**config.mk**
```make
export PLATFORM = sky130hd
export DESIGN_NAME = socks5_request_parser_core
export DESIGN_NICKNAME = d
export VERILOG_FILES = /design/src/hdl/s5rp_pkg.sv /design/src/hdl/s5rp_front.sv /design/src/hdl/s5rp_back.sv /design/src/hdl/s5rp_resq.sv /design/src/hdl/socks5_request_parser_core.sv
export SDC_FILE = /design/constraint.sdc
export NUM_CORES = 1
export LEC_CHECK = 0
export BUFFER_PORTS_ARGS = -buffer_cell sky130_fd_sc_hd__buf_2
export CAP_MARGIN = 15
export CORE_ASPECT_RATIO = 1.2
export CORE_MARGIN = 10
export CORE_UTILIZATION = 60
export DETAILED_ROUTE_END_ITERATION = 6
export PLACE_DENSITY = 0.83
export SYNTH_ARGS = -nofsm -noshare
export SYNTH_HDL_FRONTEND = slang
export SYNTH_SLANG_ARGS = --single-unit
```
**constraint.sdc**
```tcl
create_clock -name i_clk -period 7.56 [get_ports i_clk]
set_input_delay 0.378 -clock i_clk [delete_from_list [all_inputs] [get_ports i_clk]]
set_output_delay 0.378 -clock i_clk [all_outputs]
set_load 0.005 [all_outputs]
```
**src/hdl/s5rp_pkg.sv**
```systemverilog
// Shared types and constants of the SOCKS5 request parser.
`default_nettype none
package s5rp_pkg;

    // Pattern window depth
    localparam int PATTERN_BYTES = 8;
    localparam int WIN_BYTES     = (PATTERN_BYTES < 8) ? PATTERN_BYTES : 8;

    // Front queue geometry
    localparam int FQ_DEPTH = 4;
    localparam int FQ_AW    = $clog2(FQ_DEPTH);

    // Result queue geometry
    localparam int RQ_DEPTH = 2;
    localparam int RQ_AW    = $clog2(RQ_DEPTH);

    // Protocol bytes
    localparam logic [7:0] SOCKS_VER    = 8'h05;
    localparam logic [7:0] METH_NOAUTH  = 8'h00;
    localparam logic [7:0] METH_USERPW  = 8'h02;
    localparam logic [7:0] ATYP_IPV4    = 8'h01;
    localparam logic [7:0] ATYP_DOMAIN  = 8'h03;

    // Register file
    localparam logic       CFG_IDX_PATTERN = 1'b0;
    localparam logic       CFG_IDX_LENGTH  = 1'b1;
    localparam logic [63:0] PATTERN_RESET  = 64'h0065_6275_7475_6f79;
    localparam logic [3:0]  LENGTH_RESET   = 4'd7;

    typedef enum logic [2:0] {
        EV_ACCEPT   = 3'd0,
        EV_REJECT   = 3'd1,
        EV_CONN_IP  = 3'd2,
        EV_CONN_DOM = 3'd3,
        EV_BAD_VER  = 3'd4,
        EV_BAD_ATYP = 3'd5
    } t_event;

    typedef enum logic [9:0] {
        PH_VERSION  = 10'b00_0000_0001,
        PH_NMETHODS = 10'b00_0000_0010,
        PH_METHODS  = 10'b00_0000_0100,
        PH_HEADER   = 10'b00_0000_1000,
        PH_ATYPE    = 10'b00_0001_0000,
        PH_IPV4     = 10'b00_0010_0000,
        PH_DLEN     = 10'b00_0100_0000,
        PH_DOMAIN   = 10'b00_1000_0000,
        PH_PORT     = 10'b01_0000_0000,
        PH_IDLE     = 10'b10_0000_0000
    } t_phase;

    typedef struct packed {
        logic [7:0] rx_byte;
        logic       new_conn;
    } t_item;

    typedef struct packed {
        t_event      event_res;
        logic [31:0] ipv4_addr;
        logic [7:0]  domain_len;
        logic [15:0] dest_port;
        logic        blocked;
    } t_res;

    // Classified byte handed from front to back
    typedef struct packed {
        logic [7:0] rx_byte;
        logic       new_conn;
        logic       is_ver;
        logic       is_meth;
        logic       is_zero;
        logic       is_ipv4;
        logic       is_dom;
    } t_cls;

    // Head of the front queue as seen by the back
    typedef struct packed {
        logic valid;
        t_cls cls;
    } t_head;

endpackage
`default_nettype wire

```
**src/hdl/s5rp_front.sv**
```systemverilog
// Front end: classifies received bytes and buffers them in a short queue.
`default_nettype none
module s5rp_front (
    input  wire logic            i_clk,
    input  wire logic            i_rst_n,
    input  wire logic            push,
    output logic                 full,
    input  wire s5rp_pkg::t_item i_item,
    output s5rp_pkg::t_head      o_head,
    input  wire logic            i_take
);

    localparam int CW = s5rp_pkg::FQ_AW + 1;

    s5rp_pkg::t_cls r_q [s5rp_pkg::FQ_DEPTH];
    logic [s5rp_pkg::FQ_AW-1:0] r_wr, n_wr;
    logic [s5rp_pkg::FQ_AW-1:0] r_rd, n_rd;
    logic [CW-1:0]              r_cnt, n_cnt;
    s5rp_pkg::t_cls             w_cls;
    logic                       w_wr_en;
    logic                       w_rd_en;

    // Classify the incoming byte
    always_comb begin
        w_cls.rx_byte  = i_item.rx_byte;
        w_cls.new_conn = i_item.new_conn;
        w_cls.is_ver   = (i_item.rx_byte == s5rp_pkg::SOCKS_VER);
        w_cls.is_meth  = (i_item.rx_byte == s5rp_pkg::METH_NOAUTH) ||
                         (i_item.rx_byte == s5rp_pkg::METH_USERPW);
        w_cls.is_zero  = (i_item.rx_byte == 8'd0);
        w_cls.is_ipv4  = (i_item.rx_byte == s5rp_pkg::ATYP_IPV4);
        w_cls.is_dom   = (i_item.rx_byte == s5rp_pkg::ATYP_DOMAIN);
    end

    assign full    = (r_cnt == CW'(s5rp_pkg::FQ_DEPTH));
    assign w_wr_en = push && !full;
    assign w_rd_en = i_take && (r_cnt != '0);

    assign o_head.valid = (r_cnt != '0);
    assign o_head.cls   = r_q[r_rd];

    // Advance pointers and count
    always_comb begin
        n_wr  = w_wr_en ? r_wr + 1'b1 : r_wr;
        n_rd  = w_rd_en ? r_rd + 1'b1 : r_rd;
        n_cnt = r_cnt;
        if (w_wr_en && !w_rd_en) begin
            n_cnt = r_cnt + 1'b1;
        end else if (!w_wr_en && w_rd_en) begin
            n_cnt = r_cnt - 1'b1;
        end
    end

    always_ff @(posedge i_clk) begin
        if (!i_rst_n) begin
            r_wr  <= '0;
            r_rd  <= '0;
            r_cnt <= '0;
        end else begin
            r_wr  <= n_wr;
            r_rd  <= n_rd;
            r_cnt <= n_cnt;
        end
    end

    // Store the classified byte
    always_ff @(posedge i_clk) begin
        if (w_wr_en) begin
            r_q[r_wr] <= w_cls;
        end
    end

endmodule
`default_nettype wire

```
**src/hdl/s5rp_back.sv**
```systemverilog
// Back end: parse state machine, pattern window and configuration registers.
`default_nettype none
module s5rp_back (
    input  wire logic            i_clk,
    input  wire logic            i_rst_n,
    input  wire logic            i_cfg_we,
    input  wire logic            i_cfg_idx,
    input  wire logic [63:0]     i_cfg_data,
    input  wire s5rp_pkg::t_head i_head,
    input  wire logic            i_room,
    output logic                 o_take,
    output logic                 o_fire,
    output s5rp_pkg::t_res       o_res
);

    logic [63:0]         r_pattern;
    logic [3:0]          r_blen;
    s5rp_pkg::t_phase    r_phase, n_phase, w_cur;
    logic [7:0]          r_left, n_left;
    logic                r_meth_ok, n_meth_ok;
    logic                r_kind, n_kind;
    logic [31:0]         r_addr, n_addr;
    logic [7:0]          r_nlen, n_nlen;
    logic [15:0]         r_port, n_port;
    logic [63:0]         r_win, n_win;
    logic [3:0]          r_fill, n_fill;
    logic                r_hit, n_hit;

    logic [7:0]          w_b;
    logic [7:0]          w_left_dec;
    logic [15:0]         w_port_sh;
    logic [63:0]         w_win_sh;
    logic [3:0]          w_fill_inc;
    logic [3:0]          w_len_eff;
    logic [2:0]          w_len_idx;
    logic [s5rp_pkg::WIN_BYTES-1:0] w_match;
    logic                w_hit_now;

    assign o_take = i_head.valid && i_room;
    assign w_b    = i_head.cls.rx_byte;

    assign w_left_dec = r_left - 8'd1;
    assign w_port_sh  = {r_port[7:0], w_b};
    assign w_win_sh   = {w_b, r_win[63:8]};
    assign w_fill_inc = (r_fill < 4'd8) ? r_fill + 4'd1 : r_fill;

    // Clamp the pattern length to the window depth
    assign w_len_eff = (r_blen > 4'(s5rp_pkg::WIN_BYTES)) ?
                       4'(s5rp_pkg::WIN_BYTES) : r_blen;
    assign w_len_idx = 3'(w_len_eff - 4'd1);

    // Compare the newest k bytes of the window with the first k pattern bytes
    for (genvar g = 0; g < s5rp_pkg::WIN_BYTES; g++) begin : g_match
        assign w_match[g] = (w_win_sh[63 -: 8*(g+1)] == r_pattern[8*(g+1)-1:0]);
    end

    assign w_hit_now = (w_len_eff == 4'd0) ||
                       ((w_fill_inc >= w_len_eff) && w_match[w_len_idx]);

    // Step the parser by one byte
    always_comb begin
        n_phase   = r_phase;
        n_left    = r_left;
        n_meth_ok = r_meth_ok;
        n_kind    = r_kind;
        n_addr    = r_addr;
        n_nlen    = r_nlen;
        n_port    = r_port;
        n_win     = r_win;
        n_fill    = r_fill;
        n_hit     = r_hit;
        o_fire    = 1'b0;
        o_res     = '0;
        w_cur     = i_head.cls.new_conn ? s5rp_pkg::PH_VERSION : r_phase;
        if (o_take) begin
            case (w_cur)
                s5rp_pkg::PH_VERSION: begin
                    if (i_head.cls.is_ver) begin
                        n_phase = s5rp_pkg::PH_NMETHODS;
                    end else begin
                        n_phase         = s5rp_pkg::PH_IDLE;
                        o_fire          = 1'b1;
                        o_res.event_res = s5rp_pkg::EV_BAD_VER;
                    end
                end
                s5rp_pkg::PH_NMETHODS: begin
                    n_meth_ok = 1'b0;
                    n_left    = w_b;
                    if (i_head.cls.is_zero) begin
                        n_phase         = s5rp_pkg::PH_IDLE;
                        o_fire          = 1'b1;
                        o_res.event_res = s5rp_pkg::EV_REJECT;
                    end else begin
                        n_phase = s5rp_pkg::PH_METHODS;
                    end
                end
                s5rp_pkg::PH_METHODS: begin
                    n_meth_ok = r_meth_ok || i_head.cls.is_meth;
                    n_left    = w_left_dec;
                    if (w_left_dec == 8'd0) begin
                        o_fire = 1'b1;
                        if (n_meth_ok) begin
                            n_phase         = s5rp_pkg::PH_HEADER;
                            n_left          = 8'd3;
                            o_res.event_res = s5rp_pkg::EV_ACCEPT;
                        end else begin
                            n_phase         = s5rp_pkg::PH_IDLE;
                            o_res.event_res = s5rp_pkg::EV_REJECT;
                        end
                    end
                end
                s5rp_pkg::PH_HEADER: begin
                    n_left = w_left_dec;
                    if (w_left_dec == 8'd0) begin
                        n_phase = s5rp_pkg::PH_ATYPE;
                    end
                end
                s5rp_pkg::PH_ATYPE: begin
                    n_addr = '0;
                    n_port = '0;
                    if (i_head.cls.is_ipv4) begin
                        n_kind  = 1'b0;
                        n_left  = 8'd4;
                        n_phase = s5rp_pkg::PH_IPV4;
                    end else if (i_head.cls.is_dom) begin
                        n_kind  = 1'b1;
                        n_phase = s5rp_pkg::PH_DLEN;
                    end else begin
                        n_phase         = s5rp_pkg::PH_IDLE;
                        o_fire          = 1'b1;
                        o_res.event_res = s5rp_pkg::EV_BAD_ATYP;
                    end
                end
                s5rp_pkg::PH_IPV4: begin
                    n_addr = {r_addr[23:0], w_b};
                    n_left = w_left_dec;
                    if (w_left_dec == 8'd0) begin
                        n_left  = 8'd2;
                        n_phase = s5rp_pkg::PH_PORT;
                    end
                end
                s5rp_pkg::PH_DLEN: begin
                    n_nlen = w_b;
                    n_left = w_b;
                    n_win  = '0;
                    n_fill = '0;
                    n_hit  = (w_len_eff == 4'd0);
                    if (i_head.cls.is_zero) begin
                        n_left  = 8'd2;
                        n_phase = s5rp_pkg::PH_PORT;
                    end else begin
                        n_phase = s5rp_pkg::PH_DOMAIN;
                    end
                end
                s5rp_pkg::PH_DOMAIN: begin
                    n_win  = w_win_sh;
                    n_fill = w_fill_inc;
                    n_hit  = r_hit || w_hit_now;
                    n_left = w_left_dec;
                    if (w_left_dec == 8'd0) begin
                        n_left  = 8'd2;
                        n_phase = s5rp_pkg::PH_PORT;
                    end
                end
                s5rp_pkg::PH_PORT: begin
                    n_port = w_port_sh;
                    n_left = w_left_dec;
                    if (w_left_dec == 8'd0) begin
                        n_phase         = s5rp_pkg::PH_IDLE;
                        o_fire          = 1'b1;
                        o_res.dest_port = w_port_sh;
                        if (!r_kind) begin
                            o_res.event_res = s5rp_pkg::EV_CONN_IP;
                            o_res.ipv4_addr = r_addr;
                        end else begin
                            o_res.event_res  = s5rp_pkg::EV_CONN_DOM;
                            o_res.domain_len = r_nlen;
                            o_res.blocked    = r_hit;
                        end
                    end
                end
                default: begin
                    n_phase = s5rp_pkg::PH_IDLE;
                end
            endcase
        end
    end

    // Hold parse state
    always_ff @(posedge i_clk) begin
        if (!i_rst_n) begin
            r_phase   <= s5rp_pkg::PH_VERSION;
            r_left    <= '0;
            r_meth_ok <= 1'b0;
            r_kind    <= 1'b0;
            r_addr    <= '0;
            r_nlen    <= '0;
            r_port    <= '0;
            r_win     <= '0;
            r_fill    <= '0;
            r_hit     <= 1'b0;
        end else begin
            r_phase   <= n_phase;
            r_left    <= n_left;
            r_meth_ok <= n_meth_ok;
            r_kind    <= n_kind;
            r_addr    <= n_addr;
            r_nlen    <= n_nlen;
            r_port    <= n_port;
            r_win     <= n_win;
            r_fill    <= n_fill;
            r_hit     <= n_hit;
        end
    end

    // Take configuration writes
    always_ff @(posedge i_clk) begin
        if (!i_rst_n) begin
            r_pattern <= s5rp_pkg::PATTERN_RESET;
            r_blen    <= s5rp_pkg::LENGTH_RESET;
        end else if (i_cfg_we) begin
            case (i_cfg_idx)
                s5rp_pkg::CFG_IDX_PATTERN: r_pattern <= i_cfg_data;
                s5rp_pkg::CFG_IDX_LENGTH:  r_blen    <= i_cfg_data[3:0];
                default: begin
                    r_blen <= r_blen;
                end
            endcase
        end
    end

endmodule
`default_nettype wire

```
**src/hdl/s5rp_resq.sv**
```systemverilog
// Result queue: holds parser events until the consumer takes them.
`default_nettype none
module s5rp_resq (
    input  wire logic           i_clk,
    input  wire logic           i_rst_n,
    input  wire logic           i_wr,
    input  wire s5rp_pkg::t_res i_res,
    output logic                o_room,
    output logic                empty,
    input  wire logic           pop,
    output s5rp_pkg::t_res      o_res
);

    localparam int CW = s5rp_pkg::RQ_AW + 1;

    s5rp_pkg::t_res             r_q [s5rp_pkg::RQ_DEPTH];
    logic [s5rp_pkg::RQ_AW-1:0] r_wr;
    logic [s5rp_pkg::RQ_AW-1:0] r_rd;
    logic [CW-1:0]              r_cnt, n_cnt;
    logic                       w_rd_en;

    assign empty   = (r_cnt == '0);
    assign w_rd_en = pop && !empty;
    // A pop in this cycle frees a slot for a new event
    assign o_room  = (r_cnt != CW'(s5rp_pkg::RQ_DEPTH)) || w_rd_en;
    assign o_res   = r_q[r_rd];

    always_comb begin
        n_cnt = r_cnt;
        if (i_wr && !w_rd_en) begin
            n_cnt = r_cnt + 1'b1;
        end else if (!i_wr && w_rd_en) begin
            n_cnt = r_cnt - 1'b1;
        end
    end

    // Advance pointers and count
    always_ff @(posedge i_clk) begin
        if (!i_rst_n) begin
            r_wr  <= '0;
            r_rd  <= '0;
            r_cnt <= '0;
        end else begin
            if (i_wr) begin
                r_wr <= r_wr + 1'b1;
            end
            if (w_rd_en) begin
                r_rd <= r_rd + 1'b1;
            end
            r_cnt <= n_cnt;
        end
    end

    // Store the event
    always_ff @(posedge i_clk) begin
        if (i_wr) begin
            r_q[r_wr] <= i_res;
        end
    end

endmodule
`default_nettype wire

```
**src/hdl/socks5_request_parser_core.sv**
```systemverilog
// An accepted byte waits in the byte queue, is parsed, and its event is registered in the event queue.
// Throughput: one byte per cycle while the event queue has room, set by the single-step parse state machine.
// A four-entry byte queue and a two-entry event queue let either side stall alone.
// Reset (synchronous, active low) empties both queues, restarts parsing at the
// version byte and loads the default blocked pattern and length.
`default_nettype none
module socks5_request_parser_core (
    input  wire logic            i_clk,
    input  wire logic            i_rst_n,
    input  wire logic            push,
    output logic                 full,
    input  wire s5rp_pkg::t_item i_item,
    output logic                 empty,
    input  wire logic            pop,
    output s5rp_pkg::t_res       o_res,
    input  wire logic            i_cfg_we,
    input  wire logic            i_cfg_idx,
    input  wire logic [63:0]     i_cfg_data
);

    s5rp_pkg::t_head w_head;
    s5rp_pkg::t_res  w_res;
    logic            w_take;
    logic            w_fire;
    logic            w_room;

    // Accept and classify bytes
    s5rp_front u_front (
        .i_clk   (i_clk),
        .i_rst_n (i_rst_n),
        .push    (push),
        .full    (full),
        .i_item  (i_item),
        .o_head  (w_head),
        .i_take  (w_take)
    );

    // Parse and match
    s5rp_back u_back (
        .i_clk      (i_clk),
        .i_rst_n    (i_rst_n),
        .i_cfg_we   (i_cfg_we),
        .i_cfg_idx  (i_cfg_idx),
        .i_cfg_data (i_cfg_data),
        .i_head     (w_head),
        .i_room     (w_room),
        .o_take     (w_take),
        .o_fire     (w_fire),
        .o_res      (w_res)
    );

    // Buffer events for the consumer
    s5rp_resq u_resq (
        .i_clk   (i_clk),
        .i_rst_n (i_rst_n),
        .i_wr    (w_fire),
        .i_res   (w_res),
        .o_room  (w_room),
        .empty   (empty),
        .pop     (pop),
        .o_res   (o_res)
    );

endmodule
`default_nettype wire
```
==> results <==
- At the end of routability-driven placement, the weighted congestion stood at between 1 and 1.5.
- The floorplan step defined a core boundary enclosing ~32000 sq um.
- The number of failing setup endpoints in the final timing report is 0.
- For this run, the detailed router's first-pass iteration total came to 5.
- At the worst endpoint, the required time is 7.73 ns.
- After clock tree synthesis, the clock-pin slew on the worst setup and hold paths is 0.06 ns.
- The tool flagged a number of max-cap violations equal to 0.
- The clock passes through at most 3 buffers.
- Counting the buffers created by CTS gives 40.
- The number of gates resized after cts is 0.
- The cell internal power dissipation is 4350 uW.
- The netlist uses 66 different library cells.
- The sequential group share of total power is 42.5%.
- Of all flip-flops after synthesis, the portion carrying an async set or reset was 0%.
- Across the VDD grid, the largest voltage drop is 0.000208 V.
- The most numerous cell in the Yosys netlist is xnor2_1.
- The growth of design area from synthesis to finish is 10.3%.
- The number of antenna diodes in the final layout is 0.
- The routed design could run at a clock period as short as between 4 and 5 ns.
- The net count of the finished layout is 1981.
- After synthesis, the most frequently instantiated cells are xnor2_1, nand2_1, dfxtp_1, edfxtp_1, clkbuf_1.
- Sorting the synthesized cells by area gives the leading types as edfxtp_1, dfxtp_1, xnor2_1.
- The number of H-tree levels is 2.
- The via count of the first global-routing pass was roughly 14000.
- Once layout is complete, the cells apart from fillers number about 2300.
- The post-synthesis instance total is 1872.
- The initialized floorplan defines 71 standard-cell rows.
- The power density over cell area is just under 300 nW/um^2.
- The clock latency at the later pin of the worst-skew pair is ~0.55 ns.
- The combinational group share of total power is 26.1%.
- After detailed routing, the number of remaining DRC violations is 0.
- The initial core utilization is 61.2%.
- The synthesized netlist occupies a cell area of 19300 sq um.
- The via density per instance is roughly 6.1.
- Cells with a size suffix above 1 make up 16.5% of the layout.
- Summed over all layers, the global routing overflow is 0.
- The worst setup path is captured at a flip-flop.
- During I/O placement, the number of pins put on the boundary was 141.
- Summed over all nets, the switching power comes to a little under 2000 uW.
- Entering global routing, the biggest net connects about 120 pins.
- After detailed routing, the average wire length per cell comes to 23.5 microns.
- The die footprint is 39900 sq um.
- When the netlist entered floorplanning its net count stood at roughly 2000.
- The post-synthesis register bit count is 387.
- Measured along the x axis, the die boundary spans 184 microns.
- The number of clock sinks is 387.
- The type of the worst min-delay path is in2reg.
- The slew at the pin closest to its max-slew limit is 1.15 ns.
- The flow ran to the end, and the final reports show no timing, DRC or antenna violations.
- TritonCTS built the clock tree.
- The kind of start point of the critical path is a flip-flop.
- The critical path is of the reg2reg type.
- The number of warning messages in the yosys log is 0.
- The synthesized design spends more area on one cell type than any other, namely edfxtp_1.
- For this run, the total global-route usage over all layers was measured as 26.9%.
- Counting cells, the worst reg-to-reg path comes to 9.
- The area share of the largest cell type after synthesis is between 20% and 30%.
- The count of nets left with antenna violations once routing finished came out at 0.
- The post-route clock period utilization is 55.4%.
- The power consumption is roughly 6300 uW.
- The critical-path maximum fanout is 60.
- The first global-routing pass estimated 83900 microns of wire.
- The wire length after detailed routing is 54400 microns.
- The arrival time of data at the critical path endpoint is 4.36 ns.
- The total via count after detailed routing is 14121.
- Of the total power, the clock network draws roughly a third.
- For the final routed database, the setup TNS stands at 0 ns.
- Measured along the y axis, the die boundary spans 217 microns.
- The tree is rooted in a clkbuf_16.
- The maximum clock skew at final layout is about 0.023 ns.
- The hold path depth is 3.
- The final count of pins violating max slew was 0.
- The count of flip-flops with a built-in enable after synthesis is 176.
- The mean area per synthesized cell is 10.3 sq um.
- The portion of the post-synthesis area used by sequential elements is 49.1%.
- The number of setup buffers added after CTS is 0.
- The analysis attributes to cell leakage a power of approximately 0.007 uW.
- Based on the critical path, the design can be clocked at up to 239 MHz.
- The post-DP HPWL is around 36000 microns.
- The number of hold violations in the final report was 0.
- Counting tap cells, the placed design contains a total of 2245 instances.
- The number of buffers added on ports is 140.
- For this run, the leading register cell type out of synthesis is dfxtp_1.
- After the first detailed-routing iteration, the DRC count stood at 1189.
- The worst pin sits at a relative slew slack of 23.0%.
- The initial antenna violation count is 1.
- Hold repair after CTS inserted 0 buffers.
- Net switching is between 30% and 40% of the power.
- Setup repair after global routing left no endpoint under its margin.
final timing paths:
check	slack, ns	startpoint	to
worst max-delay path	3.37	flip-flop	u_resq.r_q[1][33]
worst min-delay path	0.03	i_cfg_data[11]	u_back.r_pattern[11]
worst max register to register	3.37	flip-flop	u_resq.r_q[1][33]
worst min register to register	0.47	u_back.r_nlen[4]	u_back.r_nlen[4]
final cells by class:
cell class | instances | area, sq um
clock buffers | 65 | 1260
clock inverters | 9 | 96.3
repair buffers | 154 | 828
flip-flops and latches | 387 | 9510
well taps | 401 | 502
inverters | 14 | 52.6
fillers | 2417 | 10300
multi-input cells | 1290 | 9080
cell usage in the layout (no fill, tap or decap), drive strengths merged, types with 16 or more instances in the layout:
cell | Yosys | routed
nor3 | 22 | 22
edfxtp | 176 | 176
clkbuf | 132 | 65
nor4 | 32 | 32
nand2 | 220 | 220
nor2b | 72 | 72
o21ai | 19 | 19
nor2 | 41 | 41
nand3 | 94 | 94
buf | 49 | 154
a22oi | 61 | 61
dfxtp | 211 | 211
nand4 | 62 | 62
and2 | 61 | 61
xor2 | 70 | 70
mux2 | 65 | 65
xnor2 | 239 | 239
a21oi | 19 | 19
inv | 13 | 16
a21boi | 93 | 93
registers in the layout, summed over array words and instances (netlist names), named ones only:
| signal | flops |
|---|---|
| u_back.r_pattern | 64 |
| u_front.r_rd | 2 |
| u_front.r_q | 56 |
| u_resq.r_cnt | 2 |
| u_back.r_blen | 4 |
| u_resq.r_q | 120 |
| u_back.r_fill | 4 |
| u_back.r_left | 8 |
| u_resq.r_wr | 1 |
| u_back.r_hit | 1 |
| u_back.r_nlen | 8 |
| u_back.r_win | 56 |
| u_back.r_port | 8 |
| u_back.r_kind | 1 |
| u_back.r_meth_ok | 1 |
| u_resq.r_rd | 1 |
| u_back.r_addr | 32 |
| u_front.r_cnt | 3 |
| u_front.r_wr | 2 |
| u_back.r_phase | 10 |
critical path, stage by stage (launching register included):
cell and delay (ns):
dfxtp_1 1.09, mux4_2 0.50, nor4_4 0.40, and4b_1 0.37
o2bb2ai_1 0.16, or2_2 0.15, o21ai_0 0.18, inv_1 0.14
and2_2 0.15, buf_4 0.58
kinds of logic (layout without fill, tap and decap cells):
logic type                 Yosys count  count (layout)  share of synthesized area (%)
buffers and inverters              195             242                           4.07
DFF                                387             387                           49.1
muxes                               88              88                           5.88
adders and majority gates           15              15                           1.01
and+or+nand+nor                    650             650                           17.4
xor gates and xnor gates           309             309                           14.0
AOI/OAI and AO/OA                  228             228                           8.52
metrics by stage:
step	instance area, sq um	hold slack [ns]	setup WS (ns)	util, %
6_report	21300	0.0325	3.37	67.5
5_1_grt	21300	0.0345	3.10	67.5
4_1_cts	21300	0.0128	3.40	67.4
3_5_place_dp	20000	0.456	3.44	63.1
3_3_place_gp	20000	0.447	3.54	63.1
2_1_floorplan	19300	0.433	2.27	-
power groups by stage:
stage	registers (uW)	clock network, uW	logic (uW)
after floorplan	2620	0	1150
after global placement	2700	0	1610
after detailed placement	2720	0	1640
after CTS	2680	2000	1650
after global routing	2700	2090	1790
final	2680	1980	1650
layer usage:
layer	vias to the layer above	GRT usage (%)	part of all wire [%]	wire length [microns]
li1	6518	-	-	-
met1	6847	35.1	42	22700
met2	610	43.2	47	25500
met3	146	4.59	7.0	3800
met4	0	11.8	4.5	2460
met5	-	0	0	0
(Power assumes the default switching activity.)
